--- src/rtl/frl_pkg.sv ---
// Shared types and constants for the firmware record loader.
// No dependencies; used by every module of the block.
package frl_pkg;

    localparam int unsigned POS_W  = 20;
    localparam int unsigned LEN_W  = 16;
    localparam int unsigned ADDR_W = 16;
    localparam int unsigned BYTE_W = 8;

    localparam logic [LEN_W-1:0] END_MARK = 16'h8001;

    typedef enum logic [0:0] {
        CFG_START_OFFSET = 1'b0,
        CFG_IMAGE_SIZE   = 1'b1
    } cfg_index_t;

    typedef enum logic [1:0] {
        KIND_WRITE = 2'd0,
        KIND_DONE  = 2'd1,
        KIND_FAIL  = 2'd2
    } kind_t;

    typedef enum logic [2:0] {
        PH_SKIP   = 3'd0,
        PH_LEN_HI = 3'd1,
        PH_LEN_LO = 3'd2,
        PH_ADR_HI = 3'd3,
        PH_ADR_LO = 3'd4,
        PH_DATA   = 3'd5,
        PH_DONE   = 3'd6
    } phase_t;

    typedef struct packed {
        kind_t              kind;
        logic [ADDR_W-1:0]  load_address;
        logic [BYTE_W-1:0]  write_data;
        logic               chunk_end;
        logic               image_end;
    } frl_result_t;

endpackage

--- src/rtl/frl_parser.sv ---
// Record parser: holds the parse state and turns each accepted byte into at most one result.
// Depends on frl_pkg.
module frl_parser #(
    parameter int unsigned MAX_RECORD_BYTES = 1024,
    parameter int unsigned CHUNK_BYTES      = 50
) (
    input  logic                         clk,
    input  logic                         rst_n,
    input  logic                         beat,
    input  logic [frl_pkg::BYTE_W-1:0]   image_byte,
    input  logic [frl_pkg::POS_W-1:0]    start_offset,
    input  logic [frl_pkg::POS_W-1:0]    image_size,
    output logic                         res_valid,
    output frl_pkg::frl_result_t         res
);
    import frl_pkg::*;

    localparam int unsigned BL_W = (MAX_RECORD_BYTES > 2) ? $clog2(MAX_RECORD_BYTES) : 1;
    localparam int unsigned CC_W = $clog2(CHUNK_BYTES + 1);
    localparam logic [LEN_W:0]  MAX_LEN   = (LEN_W+1)'(MAX_RECORD_BYTES);
    localparam logic [CC_W-1:0] CHUNK_TOP = CC_W'(CHUNK_BYTES);

    phase_t             phase_reg, phase_next;
    logic [POS_W-1:0]   pos_reg, pos_next;
    logic [LEN_W-1:0]   len_reg, len_next;
    logic [ADDR_W-1:0]  addr_reg, addr_next;
    logic [BL_W-1:0]    left_reg, left_next;
    logic [CC_W-1:0]    count_reg, count_next;

    phase_t             eff_phase;
    logic               last;
    kind_t              skip_kind;
    logic [POS_W:0]     rec_end;
    logic [CC_W-1:0]    count_inc;

    always_comb
    begin
        phase_next = phase_reg;
        pos_next   = pos_reg;
        len_next   = len_reg;
        addr_next  = addr_reg;
        left_next  = left_reg;
        count_next = count_reg;
        res_valid  = 1'b0;
        res        = '0;
        res.kind   = KIND_WRITE;

        last      = ({1'b0, pos_reg} + (POS_W+1)'(1)) == {1'b0, image_size};
        skip_kind = (start_offset > image_size) ? KIND_FAIL : KIND_DONE;
        rec_end   = {1'b0, pos_reg} + (POS_W+1)'(1) + (POS_W+1)'(len_reg);
        count_inc = count_reg + CC_W'(1);
        eff_phase = (phase_reg == PH_SKIP && pos_reg >= start_offset) ? PH_LEN_HI : phase_reg;

        if (beat && phase_reg != PH_DONE)
        begin
            if (pos_reg >= image_size)
            begin
                res_valid  = 1'b1;
                phase_next = PH_DONE;
                if (phase_reg == PH_DATA)
                    res.kind = KIND_FAIL;
                else if (phase_reg == PH_SKIP)
                    res.kind = skip_kind;
                else
                    res.kind = KIND_DONE;
            end
            else
            begin
                pos_next = pos_reg + POS_W'(1);
                unique case (eff_phase)
                    PH_SKIP:
                    begin
                        if (last)
                        begin
                            res_valid  = 1'b1;
                            res.kind   = skip_kind;
                            phase_next = PH_DONE;
                        end
                    end
                    PH_LEN_HI:
                    begin
                        len_next[15:8] = image_byte;
                        phase_next     = last ? PH_DONE : PH_LEN_LO;
                        res_valid      = last;
                        res.kind       = KIND_DONE;
                    end
                    PH_LEN_LO:
                    begin
                        len_next[7:0] = image_byte;
                        phase_next    = last ? PH_DONE : PH_ADR_HI;
                        res_valid     = last;
                        res.kind      = KIND_DONE;
                    end
                    PH_ADR_HI:
                    begin
                        addr_next[15:8] = image_byte;
                        phase_next      = last ? PH_DONE : PH_ADR_LO;
                        res_valid       = last;
                        res.kind        = KIND_DONE;
                    end
                    PH_ADR_LO:
                    begin
                        addr_next[7:0] = image_byte;
                        priority if (len_reg == END_MARK)
                        begin
                            res_valid  = 1'b1;
                            res.kind   = KIND_DONE;
                            phase_next = PH_DONE;
                        end
                        else if (len_reg == '0)
                        begin
                            phase_next = last ? PH_DONE : PH_LEN_HI;
                            res_valid  = last;
                            res.kind   = KIND_DONE;
                        end
                        else if ({1'b0, len_reg} >= MAX_LEN || rec_end > {1'b0, image_size})
                        begin
                            res_valid  = 1'b1;
                            res.kind   = KIND_FAIL;
                            phase_next = PH_DONE;
                        end
                        else
                        begin
                            left_next  = len_reg[BL_W-1:0];
                            count_next = '0;
                            phase_next = PH_DATA;
                        end
                    end
                    PH_DATA:
                    begin
                        res_valid        = 1'b1;
                        res.kind         = KIND_WRITE;
                        res.load_address = addr_reg;
                        res.write_data   = image_byte;
                        res.chunk_end    = (count_inc >= CHUNK_TOP) || (left_reg == BL_W'(1));
                        res.image_end    = last;
                        addr_next        = addr_reg + ADDR_W'(1);
                        left_next        = left_reg - BL_W'(1);
                        count_next       = res.chunk_end ? '0 : count_inc;
                        if (last)
                            phase_next = PH_DONE;
                        else if (left_reg == BL_W'(1))
                            phase_next = PH_LEN_HI;
                    end
                    default:
                    begin
                        phase_next = PH_DONE;
                    end
                endcase
            end
        end
    end

    always_ff @(posedge clk or negedge rst_n)
    begin
        if (!rst_n)
        begin
            phase_reg <= PH_SKIP;
            pos_reg   <= '0;
            len_reg   <= '0;
            addr_reg  <= '0;
            left_reg  <= '0;
            count_reg <= '0;
        end
        else
        begin
            phase_reg <= phase_next;
            pos_reg   <= pos_next;
            len_reg   <= len_next;
            addr_reg  <= addr_next;
            left_reg  <= left_next;
            count_reg <= count_next;
        end
    end

endmodule

--- src/rtl/frl_out_stage.sv ---
// Result register between the parser and the output channel.
// Depends on frl_pkg.
module frl_out_stage (
    input  logic                  clk,
    input  logic                  rst_n,
    input  logic                  beat,
    input  logic                  res_valid,
    input  frl_pkg::frl_result_t  res,
    input  logic                  out_ready,
    output logic                  out_valid,
    output logic                  slot_free,
    output frl_pkg::frl_result_t  out_res
);
    import frl_pkg::*;

    logic         valid_reg, valid_next;
    frl_result_t  res_reg;

    assign slot_free  = !valid_reg || out_ready;
    assign out_valid  = valid_reg;
    assign out_res    = res_reg;

    always_comb
    begin
        if (beat)
            valid_next = res_valid;
        else if (out_ready)
            valid_next = 1'b0;
        else
            valid_next = valid_reg;
    end

    always_ff @(posedge clk or negedge rst_n)
    begin
        if (!rst_n)
            valid_reg <= 1'b0;
        else
            valid_reg <= valid_next;
    end

    always_ff @(posedge clk)
    begin
        if (beat && res_valid)
            res_reg <= res;
    end

endmodule

--- src/rtl/firmware_record_loader.sv ---
// Top level of the firmware record loader: configuration registers, parser and result register.
// Depends on frl_pkg, frl_parser and frl_out_stage.

// The block takes one image byte per beat and can accept a beat in every clock cycle. Each byte
// updates the parse state in the cycle it is accepted, and any result it causes (a memory write,
// load finished or load failed) appears in the output register on the following cycle. A new
// byte is taken whenever the output register is empty or is being emptied in the same cycle, so
// a stalled output holds the input back by exactly one result. Configuration writes are always
// accepted and should only be made while the block is idle. Once a load has ended, further
// bytes are accepted and discarded until reset.
module firmware_record_loader #(
    parameter int unsigned MAX_RECORD_BYTES = 1024,
    parameter int unsigned CHUNK_BYTES      = 50
) (
    input  logic        clk,
    input  logic        rst_n,
    input  logic        cfg_valid,
    output logic        cfg_ready,
    input  logic [0:0]  cfg_index,
    input  logic [19:0] cfg_data,
    input  logic        in_valid,
    output logic        in_ready,
    input  logic [7:0]  image_byte,
    output logic        out_valid,
    input  logic        out_ready,
    output logic [1:0]  kind,
    output logic [15:0] load_address,
    output logic [7:0]  write_data,
    output logic        chunk_end,
    output logic        image_end
);
    import frl_pkg::*;

    logic [POS_W-1:0]  start_offset_reg;
    logic [POS_W-1:0]  image_size_reg;
    logic              beat;
    logic              slot_free;
    logic              res_valid;
    frl_result_t       res;
    frl_result_t       out_res;

    assign cfg_ready = 1'b1;
    assign in_ready  = slot_free;
    assign beat      = in_valid && slot_free;

    always_ff @(posedge clk or negedge rst_n)
    begin
        if (!rst_n)
        begin
            start_offset_reg <= '0;
            image_size_reg   <= '0;
        end
        else if (cfg_valid)
        begin
            unique case (cfg_index_t'(cfg_index))
                CFG_START_OFFSET: start_offset_reg <= cfg_data;
                CFG_IMAGE_SIZE:   image_size_reg   <= cfg_data;
                default:          start_offset_reg <= start_offset_reg;
            endcase
        end
    end

    frl_parser #(
        .MAX_RECORD_BYTES (MAX_RECORD_BYTES),
        .CHUNK_BYTES      (CHUNK_BYTES)
    ) u_parser (
        .clk          (clk),
        .rst_n        (rst_n),
        .beat         (beat),
        .image_byte   (image_byte),
        .start_offset (start_offset_reg),
        .image_size   (image_size_reg),
        .res_valid    (res_valid),
        .res          (res)
    );

    frl_out_stage u_out (
        .clk       (clk),
        .rst_n     (rst_n),
        .beat      (beat),
        .res_valid (res_valid),
        .res       (res),
        .out_ready (out_ready),
        .out_valid (out_valid),
        .slot_free (slot_free),
        .out_res   (out_res)
    );

    assign kind         = out_res.kind;
    assign load_address = out_res.load_address;
    assign write_data   = out_res.write_data;
    assign chunk_end    = out_res.chunk_end;
    assign image_end    = out_res.image_end;

    a_image_end_is_write: assert property (@(posedge clk) disable iff (!rst_n)
        out_valid && image_end |-> kind == KIND_WRITE)
        else $error("image end flagged on a non-write result");

    a_status_fields_clear: assert property (@(posedge clk) disable iff (!rst_n)
        out_valid && kind != KIND_WRITE |->
            load_address == '0 && write_data == '0 && !chunk_end && !image_end)
        else $error("status result carries write fields");

    a_silent_after_end: assert property (@(posedge clk) disable iff (!rst_n)
        out_valid && out_ready && (kind != KIND_WRITE || image_end) |=> !out_valid)
        else $error("result given after the load ended");

endmodule
--- config.mk ---
export PLATFORM = sky130hd
export DESIGN_NAME = firmware_record_loader
export DESIGN_NICKNAME = d
export VERILOG_FILES = /design/src/rtl/frl_pkg.sv /design/src/rtl/frl_parser.sv /design/src/rtl/frl_out_stage.sv /design/src/rtl/firmware_record_loader.sv
export SDC_FILE = /design/constraint.sdc
export NUM_CORES = 1
export LEC_CHECK = 0
export ABC_AREA = 1
export BUFFER_PORTS_ARGS = -buffer_cell sky130_fd_sc_hd__buf_2
export CAP_MARGIN = 0
export CORE_MARGIN = 2
export CORE_UTILIZATION = 65
export CTS_BUF_LIST = sky130_fd_sc_hd__clkbuf_8
export CTS_CLUSTER_SIZE = 24
export DETAILED_ROUTE_END_ITERATION = 10
export GPL_ROUTABILITY_DRIVEN = 0
export PLACE_DENSITY_LB_ADDON = 0.25
export SYNTH_ARGS = -nofsm -noshare
export SYNTH_HDL_FRONTEND = slang
export SYNTH_SLANG_ARGS = --single-unit
--- constraint.sdc ---
create_clock -name clk -period 14.3 [get_ports clk]
set_input_delay 0.715 -clock clk [delete_from_list [all_inputs] [get_ports clk]]
set_output_delay 0.715 -clock clk [all_outputs]
set_load 0.05 [all_outputs]
# ---- After elaboration in Yosys (flattened, before gate mapping)
# Cells that the tools add are included.
dict set report totals {
  elab_cells 114
  output_inout_bits 31
  regBits 140
  in_bits 34
}
dict set report op_classes {
  bitwise 4
  n_reduce_logical 25
  magnitude_cmp 6
  n_mux 42
  n_eq_ne 15
  add_sub_neg 6
}
# op count
set ops {}
lappend ops {{$ge A20 B20 Y1} 2}
lappend ops {{$pmux W8 S2} 2}
lappend ops {{$mux W10} 3}
lappend ops {{$mux W3} 10}
lappend ops {{$mux W6} 4}
lappend ops {{$add A20 B1 Y21 const B} 1}
lappend ops {{$add A21 B16 Y21} 1}
lappend ops {{$eq A21 B20 Y1} 1}
lappend ops {{$gt A21 B20 Y1} 1}
lappend ops {{$add A20 B1 Y20 const B} 1}
lappend ops {{$gt A20 B20 Y1} 1}
lappend ops {{$mux W2} 10}
lappend ops {{$pmux W10 S2} 1}
lappend ops {{$pmux W3 S6} 1}
lappend ops {{$add A16 B1 Y16 const B} 1}
lappend ops {{$eq A16 B16 Y1 const B} 1}
lappend ops {{$ge A16 B11 Y1 const B} 1}
lappend ops {{$logic_not A16 Y1} 1}
lappend ops {{$reduce_and A3 Y1} 5}
lappend ops {{$pmux W6 S2} 1}
lappend ops {{$eq A10 B1 Y1 const B} 1}
lappend ops {{$sub A10 B1 Y10 const B} 1}
lappend ops {{$eq A3 B3 Y1 const B} 3}
lappend ops {{$mux W1} 8}
lappend ops {{other kinds (19)} 36}

# ---- Logic depth before layout (Yosys ltp)
# Gate-level depths: netlist of run 1.
dict set report logic_depth {
  word_depth 11
  ltp_mapped 34
  mapped_depth_nobuf 34
}

# ---- Hierarchy
# A second synthesis of run 1 with hierarchy kept.
dict set report hier_totals {
  hier_cells 1392
  hier_area_um2 10308.6
}
# mod area_per_inst_um2 instances cells_per_inst seq_area_each_um2
set by_module_without_submodules {}
lappend by_module_without_submodules {frl_parser 7810.0 1 1176 1776.7}
lappend by_module_without_submodules {firmware_record_loader 1606.5 1 180 1001.0}
lappend by_module_without_submodules {frl_out_stage 892.1 1 36 865.8}

# ---- Worst setup path before layout of run 1
# OpenSTA, ideal clock, no wires.
dict set report synth_timing {
  kind {register to register}
  start {register u_parser.pos_reg[1]}
  end {register u_out.res_reg (netlist bit u_out.out_res[0]), enable pin}
  synth_period_minus_slack_ns 4.582
  arrival_ns 4.199
  setup_slack_ns 9.718
  n_path_buf 0
  required_time_ns 13.917
  setup_ns 0.383
  path_stages_with_launch 33
  cell_sequence {dfrtp_1 ha_1 nand3_1 nor2_1 nand2_1 nand2_1 inv_1 ha_1 nand2_1 inv_1 nand2_1 nand3_1 nand2_1 nand2_1 a21oi_1 o21bai_1 a21oi_1 xnor2_1 ha_1 nand2_1 nor3_1 nand2_1 nand3_1 nand2_1 nand2_1 nand2_1 nand2_1 nand2_1 nand4_4 nand3_1 nand3_1 nand2_1 inv_1}
}
dict set report synth_via {
  elab_chain_cells 11
  word_cells_on_any_way 24
  classes_between {add/sub (2); order compare (3); eq/ne (6); mux (8); reduce/logical (5)}
}
# item line_no
set synth_lines {}
lappend synth_lines {{start: declaration} frl_parser.sv:24} ;# logic [POS_W-1:0] pos_reg, pos_next;
lappend synth_lines {{start signal: assignment} frl_parser.sv:168} ;# pos_reg <= pos_next;
lappend synth_lines {{$add A20 B1 Y21} {frl_parser.sv:48, frl_parser.sv:50}}
lappend synth_lines {{$add A21 B16 Y21} frl_parser.sv:50} ;# rec_end = {1'b0, pos_reg} + (POS_W+1)'(1) + (POS_W+1)'(len_reg);
lappend synth_lines {{$gt A21 B20 Y1} frl_parser.sv:116} ;# else if ({1'b0, len_reg} >= MAX_LEN || rec_end > {1'b0, image_size})
lappend synth_lines {{$logic_or A1 B1 Y1} frl_parser.sv:116}
lappend synth_lines {{$mux W1} frl_parser.sv:116}
lappend synth_lines {{$mux W1} frl_parser.sv:110} ;# else if (len_reg == '0)
lappend synth_lines {{$mux W1} frl_parser.sv:104} ;# priority if (len_reg == END_MARK)
lappend synth_lines {{$pmux W1 S4} frl_parser.sv:70} ;# unique case (eff_phase)
lappend synth_lines {{$mux W1 (*)} frl_parser.sv:56} ;# if (pos_reg >= image_size)
lappend synth_lines {{$mux W1 (*)} frl_parser.sv:54} ;# if (beat && phase_reg != PH_DONE)
lappend synth_lines {{$logic_and A1 B1 Y1 (*)} frl_out_stage.sv:43} ;# if (beat && res_valid)
lappend synth_lines {{end signal: assignment} frl_out_stage.sv:44} ;# res_reg <= res;
lappend synth_lines {{end: declaration} frl_out_stage.sv:17} ;# frl_result_t res_reg;
# Every way passes the cells marked *; elsewhere a longest branch is shown, timed or not.
# A chain may end at the register's enable or synchronous reset.

# ---- Worst setup path in the final report of run 1
dict set report layout_timing {
  start {register u_parser.pos_reg[1]}
  end {register u_out.res_reg (netlist bit u_out.out_res[12]), enable pin}
}
# Same word-level chain as after synthesis.

==> run summary, run 1 <==
=========================================================================================
Number of clock buffers inserted by TritonCTS ..............................           17
Power Density .............................................................. 187.9 mW/mm^2
Routed via count ...........................................................         9352
Headroom to the max-slew limit .............................................       21.66%
Synthesized netlist cell count .............................................         1374
Clock tree root driver cell ................................................ sky130_fd_sc_hd__clkbuf_8
Maximum level of the CTS H-tree ............................................            4
Floorplan die area ......................................................... 0.01651 mm^2
Adder and majority cell fraction of the synthesized area ...................       13.24%
Gr ovfl total ..............................................................            0
P_leak .....................................................................     5.644 nW
CTS tree ...................................................................          yes
Clock Tree Buf Depth .......................................................            2
Average cell area after synthesis ..........................................   7.331 um^2
Antenna-violating nets left ................................................            0
Number of diodes added for antenna fixing ..................................            0
Number of violations reported at the end of detailed-routing iteration 0 ...          871
Num Clock Sinks ............................................................          140
Minimum period implied by the final worst setup slack ......................      5652 ps
Utilization after layout ...................................................       72.11%
Crit path max-delay cell type .............................................. sky130_fd_sc_hd__inv_1
Total of buffers placed on input and output ports ..........................           63
Clk slew on worst S/H paths ................................................       100 ps
Via count of the first global-routing pass .................................         8583
Worst path required time ...................................................     14400 ps
FF+latch count, synth ......................................................          140
Proportion of layout cells with a drive suffix above 1 .....................       8.500%
Number of warnings reported in the yosys synthesis log .....................            0
Number of different library cells in the post-synthesis netlist ............           45
Most repeated cell in the gate-level netlist after synthesis ............... sky130_fd_sc_hd__nand2_1
Compound-gate portion of the synthesized area ..............................       12.31%
DPL Wire Length ............................................................     18880 um
Most used standard cells in the synthesized netlist ........................ sky130_fd_sc_hd__nand2_1 (368), sky130_fd_sc_hd__inv_1 (190), sky130_fd_sc_hd__o21ai_0 (135)
Proportion of register bits with asynchronous set or reset after synthesis .       80.00%
Setup repair after global routing missed its margin ........................        false
Drc violations .............................................................            0
Dominant combinational cell family by area after synthesis ................. simple AND/OR/NAND/NOR gates
Synthesized-area fraction occupied by xor and xnor cells ...................       2.696%
Antenna violations before repair ...........................................            0
Post-synthesis share of cell area spent on and, or, nand and nor gates .....       27.08%
Portion of netlist area occupied by mux cells ..............................           0%
Worst-path maximum fanout ..................................................           28
Worst setup SP type ........................................................     register
Layout-stage area growth over the synthesis result .........................       8.435%
Wire length of the first global-routing pass ...............................     41700 um
Count of hold buffers inserted by post-cts repair ..........................            0
Largest register FFs .......................................................           28
Most instantiated flip-flop cell in the synthesis netlist .................. sky130_fd_sc_hd__dfrtp_1
Post-route clock skew ......................................................     20.73 ps
Io pins ....................................................................           65
Setup Total Neg Slack ......................................................         0 ps
Sequential share of the synthesized area ...................................       36.17%
Ranking of synthesized cells by area ....................................... sky130_fd_sc_hd__dfrtp_1 (28%), sky130_fd_sc_hd__nand2_1 (14%), sky130_fd_sc_hd__ha_1 (13%)
Max Slew Vio Count .........................................................            0
Overall die height .........................................................     128.5 um
Most prevalent standard cell on the critical path .......................... sky130_fd_sc_hd__nand2_1
Peak supply drop ...........................................................  0.0001491 V
Initial core utilization ...................................................       66.50%
Vias per inst ..............................................................        5.720
Drt total wl ...............................................................     25240 um
Gates resized, CTS repair ..................................................            0
Number of violations of the max-capacitance limit ..........................            0
First drt pass iteration count .............................................            5
Placeable core region ...................................................... 0.01515 mm^2
Count of flip-flops with a built-in enable after synthesis .................           28
Die outline width ..........................................................     128.5 um
Nets .......................................................................         1574
Worst endpoint data arrival time ...........................................      5750 ps
Number of placement rows ...................................................           45
Tightest Hold Check Type ................................................... primary input to asynchronous set/reset pin
Achievable clock frequency .................................................    176.9 MHz
Result of the run .......................................................... finished clean
Post-CTS repair timing setup buffer count ..................................            0
Maximum number of pins on one net before global-route repair ...............           77
Overall track demand over capacity in global routing .......................       32.10%
Critical path's largest stage delay ........................................       860 ps
Final hold viol count ......................................................            0
Insertion delay to the later sink of the worst-skew pair ...................       490 ps
Least-Margin Pin Slew ......................................................      1174 ps
Portion of the clock cycle consumed by the worst path in the final layout ..       39.52%
Final total power ..........................................................   0.002052 W
Critical setup path kind ................................................... register to register
Type of destination of the critical path ...................................     register
Number of failing setup endpoints in the final timing report ...............            0
Area leader, netlist ....................................................... sky130_fd_sc_hd__dfrtp_1
Synthesized net count ......................................................         1514
Share of Yosys cell area claimed by the top area cell type .................       27.83%
Synth Cell Area ............................................................ 0.01007 mm^2
Routed length per instance .................................................     15.44 um
=========================================================================================
layer usage:
metal	part of all wire, %	vias up	track usage [%]	wire length [um]
met1	45	4311	44.87	11320
li1	-	4607	-	-
met2	44	385	48.53	11140
met5	0	-	0	0
met4	2.2	0	9.955	544
met3	8.8	49	9.397	2233
cell usage in the layout, fill, tap and decap left out, drive strengths merged, types with 2 or more instances in the layout:
cell type  Yosys  routed
nand2        372     372
inv          195     204
o21ai        146     146
nor2         139     139
dfrtp        112     112
ha           105     105
nand3         78      78
buf            7      67
a21oi         61      61
edfxtp        28      28
xor2          23      23
nand4         22      22
clkbuf        19      17
nor3          11      11
xnor2          8       8
a31oi          8       8
nand3b         7       7
nor4           5       5
o211ai         4       4
clkinv         0       4
a21o           3       3
o21a           3       3
and3           3       3
a21boi         3       3
o21bai         2       2
a211oi         2       2
power by group:
group          switching (W)  internal (W)  leakage, nW
Combinational       0.000695      0.000378         3.78
Sequential          0.000136      0.000517         1.66
Clock               0.000183      0.000143        0.196
Total                0.00101       0.00104         5.64
worst max-delay path, delay by kind of cell, from the launching register on:
kind,cells,cell delay [ps]
AND/OR/NAND/NOR,20,2100
buffers and inverters,2,920
XOR/XNOR,1,110
AO/OA/AOI/OAI,4,720
flip-flops,1,450
adder cells (fa/ha/maj),3,930
logic make-up after synthesis:
family | after synthesis
AO/OA/AOI/OAI | 234
XOR/XNOR | 31
adder cells (fa/ha/maj) | 106
buffers and inverters | 221
flip-flops | 140
other | 1
AND/OR/NAND/NOR | 641
layout make-up:
| type | count | area [um^2] |
|---|---|---|
| flip-flops and latches | 140 | 3643 |
| inverters | 195 | 732.0 |
| clock inverters | 15 | 150.1 |
| multi-input cells | 1013 | 5579 |
| repair buffers | 67 | 347.8 |
| fillers | 1197 | 4224 |
| well taps | 188 | 235.2 |
| clock buffers | 17 | 234.0 |
stage by stage:
step / instances / setup WS [ps] / hold WS (ps) / area, um^2
2_1_floorplan: 1374 / 9718 / 419.4 / 10070
3_3_place_gp: 1603 / 9065 / 466.5 / 10540
3_5_place_dp: 1603 / 8819 / 473.9 / 10540
4_1_cts: 1635 / 8748 / 177.7 / 10920
5_1_grt: 1635 / 7968 / 201.6 / 10920
6_report: 1635 / 8648 / 173.1 / 10920
final timing paths:
kind	start	end	slack, ps	cells past startpoint
min in group clk	cfg_data[10]	image_size_reg[10]	480	3
max in group asynchronous	rst_n	u_parser.count_reg[5]	12700	2
max	u_parser.pos_reg[1]	u_out.out_res[12]	8650	30
min	rst_n	image_size_reg[8]	170	1
max reg2reg	u_parser.pos_reg[1]	u_out.out_res[12]	8650	30
min reg2reg	u_parser.addr_reg[14]	u_parser.addr_reg[14]	490	2
Note: power is estimated with default switching activity, not from simulation.
==> inputs of run 2 (changes only) <==
--- a/config.mk
+++ b/config.mk
@@ -9,7 +9,7 @@
 export BUFFER_PORTS_ARGS = -buffer_cell sky130_fd_sc_hd__buf_2
 export CAP_MARGIN = 0
 export CORE_MARGIN = 2
-export CORE_UTILIZATION = 65
+export CORE_UTILIZATION = 64
 export CTS_BUF_LIST = sky130_fd_sc_hd__clkbuf_8
 export CTS_CLUSTER_SIZE = 24
 export DETAILED_ROUTE_END_ITERATION = 10
==> constraint.sdc (replaced) <==
create_clock -name clk -period 5.7 [get_ports clk]
set_input_delay 0.285 -clock clk [delete_from_list [all_inputs] [get_ports clk]]
set_output_delay 0.285 -clock clk [all_outputs]
set_load 0.05 [all_outputs]
==> run 2 against run 1 <==
Against the previous run: sequential cell count unchanged; worst setup slack got worse by 8200 ps; final area is 0.63% higher; non-clock buffer count up 2; core utilization shrank 0.35 points; clock power rose to 2.6 times the previous value; die area up 1.5%; the flow now finishes with violations (DRC); critical endpoint is now u_out.out_res[11].
==> run summary, run 2 (synthesis results as in run 1) <==
========================================================================================
Initial core utilization ..................................................       65.77%   -0.73 points
Final Non-Filler Cells ....................................................         1660   +1.5%
Highest-count cells in the layout ignoring fill and taps .................. sky130_fd_sc_hd__nand2_1 (368), sky130_fd_sc_hd__inv_1 (190), sky130_fd_sc_hd__o21ai_0 (135)
Maximum level of the CTS H-tree ...........................................            4   unchanged
Setup repair after global routing missed its margin .......................        false
Logic gate share of total power ...........................................        52.2%   about the same
Tightest Hold Check Type .................................................. primary input to register
Antenna-violating nets left ...............................................            0   unchanged
Total stage count of the critical path ....................................           33   +10%
Number of clock buffers inserted by TritonCTS .............................           17   unchanged
Number of placed instances, taps included .................................         1626   +1.4%
Maximum number of pins on one net before global-route repair ..............           73   -5.2%
Gates resized, CTS repair .................................................            0   unchanged
Register-to-Register Path Depth ...........................................           33   +10%
Reg-to-reg critical path startpoint ....................................... u_parser.pos_reg[1]
Peak supply drop ..........................................................  0.0003266 V   +120%
Overall die height ........................................................     129.5 um   +0.75%
Overall track demand over capacity in global routing ......................       32.32%   +0.22 points
Result of the run ......................................................... finished with violations
First drt pass iteration count ............................................           11   +6
R2R Path End .............................................................. u_out.out_res[11]
Type of destination of the critical path ..................................     register
Routed length per instance ................................................     15.50 um   +0.44%
Drt total wl ..............................................................     25740 um   +2.0%
Placeable core region ..................................................... 0.01531 mm^2   +1.1%
Worst setup SP type .......................................................     register
Clk pwr share .............................................................        16.4%   +0.5 points
Sw Pwr ....................................................................   0.002585 W   +160%
Largest register FFs ......................................................           28   unchanged
Violations in the final reports ...........................................          DRC
Least-Margin Pin Slew .....................................................      1099 ps   -74.35 ps
Routed via count ..........................................................         9490   +1.5%
Die outline width .........................................................     129.5 um   +0.75%
Clock Tree Buf Depth ......................................................            2   unchanged
CTS tree ..................................................................          yes
Worst endpoint data arrival time ..........................................      5400 ps   -350 ps
Via count of the first global-routing pass ................................         8910   +3.8%
Achievable clock frequency ................................................    190.2 MHz   +7.5%
Setup Total Neg Slack .....................................................         0 ps   unchanged
Insertion delay to the later sink of the worst-skew pair ..................       480 ps   about the same
P_leak ....................................................................     5.665 nW   +0.37%
Nets ......................................................................         1576   +0.13%
Clock tree root driver cell ............................................... sky130_fd_sc_hd__clkbuf_8
Portion of the clock cycle consumed by the worst path in the final layout .       92.26%   +53 points
Post-route clock skew .....................................................     17.13 ps   -3.599 ps
Critical path's largest stage delay .......................................       470 ps   -390 ps
Int Pwr ...................................................................   0.002619 W   +150%
Wire length of the first global-routing pass ..............................     42600 um   +2.2%
DPL Wire Length ...........................................................     19320 um   +2.3%
Antenna violations before repair ..........................................            0   unchanged
Clk slew on worst S/H paths ...............................................       100 ps   about the same
Drc violations ............................................................            1   +1
Capture point of the worst path ........................................... u_out.out_res[11]
Worst-path maximum fanout .................................................           27   -3.6%
Most common library cell in the layout ignoring fill and taps ............. sky130_fd_sc_hd__nand2_1
Net switching share of the total power ....................................       49.67%   +0.30 points
Kind of cell adding the most delay to the critical path ................... simple AND/OR/NAND/NOR gates
FF-to-FF setup slack ......................................................       440 ps   -8210 ps
Crit path max-delay cell type ............................................. sky130_fd_sc_hd__dfrtp_1
Sum of buffers and inverters on the critical path .........................            4   +2
Power Density ............................................................. 473.5 mW/mm^2   +150%
Total of buffers placed on input and output ports .........................           63   unchanged
Proportion of layout cells with a drive suffix above 1 ....................       8.627%   +0.13 points
Io pins ...................................................................           65   unchanged
Floorplan die area ........................................................ 0.01676 mm^2   +1.5%
Count of hold buffers inserted by post-cts repair .........................            1   +1
Minimum period implied by the final worst setup slack .....................      5259 ps   -392.9 ps
Fill cells ................................................................         1247   +4.2%
Number of violations reported at the end of detailed-routing iteration 0 ..         1002   +15%
Sequential share of power .................................................        31.4%   -0.4 points
Vias per inst .............................................................        5.717   about the same
Final hold viol count .....................................................            0   unchanged
Number of diodes added for antenna fixing .................................            0   unchanged
Most prevalent standard cell on the critical path ......................... sky130_fd_sc_hd__nand2_1
Max Slew Vio Count ........................................................            0   unchanged
Number of failing setup endpoints in the final timing report ..............            0   unchanged
Layout-stage area growth over the synthesis result ........................       9.118%
Worst setup path start .................................................... u_parser.pos_reg[1]
Headroom to the max-slew limit ............................................       26.53%   +4.9 points
Critical setup path kind .................................................. register to register
Number of placement rows ..................................................           45   unchanged
Num Clock Sinks ...........................................................          140   unchanged
Number of violations of the max-capacitance limit .........................            0   unchanged
Worst path required time ..................................................      5840 ps   -8560 ps
Gr ovfl total .............................................................            0   unchanged
Post-CTS repair timing setup buffer count .................................            0   unchanged
========================================================================================
run 2: changes by cell type in the layout (fill, tap and decap cells not counted):
cell	delta
sky130_fd_sc_hd__buf_4	+1
sky130_fd_sc_hd__clkinv_1	-1
sky130_fd_sc_hd__clkinv_8	+1
sky130_fd_sc_hd__dlygate4sd3_1	+1
sky130_fd_sc_hd__inv_6	-4
sky130_fd_sc_hd__inv_8	+4
run 2: cell type report:
type	count	area (um^2)	area share [%]
Sequential cell	140	3643	33.15
Tap cell	211	264.0	2.402
Inverter	195	732.0	6.660
Clock inverter	15	172.7	1.571
Multi-Input combinational cell	1013	5579	50.76
Clock buffer	17	234.0	2.129
Timing Repair Buffer	69	365.4	3.324
run 2: how the worst min path moves through the flow:
stage                       startpoint             endpoint  slack (ps)  cells after the start
after global routing       cfg_data[1]  start_offset_reg[1]          70                      3
after floorplan                  rst_n    image_size_reg[0]         -10                      0
after detailed placement         rst_n    image_size_reg[0]         290                      1
after CTS                  cfg_data[1]  start_offset_reg[1]          50                      3
final                     cfg_data[16]   image_size_reg[16]          60                      3
after global placement           rst_n    image_size_reg[1]         290                      1
run 2: through the flow:
step	util [%]	area, um^2	setup WS (ps)	power, W	hold slack, ps
3_3_place_gp	69.00	10570	942.5	0.004160	285.6
6_report	71.76	10990	441.3	0.005204	62.50
2_1_floorplan	-	10070	1118	0.003571	-10.59
4_1_cts	71.72	10980	562.4	0.005143	49.10
5_1_grt	71.76	10990	25.61	0.005640	65.28
3_5_place_dp	69.00	10570	596.1	0.004271	290.2
run 2: per-layer routing:
layer / vias to the layer above / GRT usage (%) / part of all wire (%)
li1: 4619 / - / -
met1: 4348 / 44.13 / 43
met2: 441 / 50.09 / 44
met3: 82 / 7.721 / 9.1
met4: 0 / 12.65 / 3.2
met5: - / 0 / 0
run 2: power by group through the flow:
stage,clock network [W],registers [W],logic (W)
floorplan,0,0.00162,0.00195
global placement,0,0.00163,0.00253
detailed placement,0,0.00164,0.00264
CTS,0.000857,0.00162,0.00267
global route,0.000886,0.00166,0.00309
finish,0.000854,0.00164,0.00271
run 2: worst min-delay path, cell delays in order:
cell and delay [ps]:
sky130_fd_sc_hd__buf_2 90, sky130_fd_sc_hd__inv_1 50, sky130_fd_sc_hd__o21ai_0 70
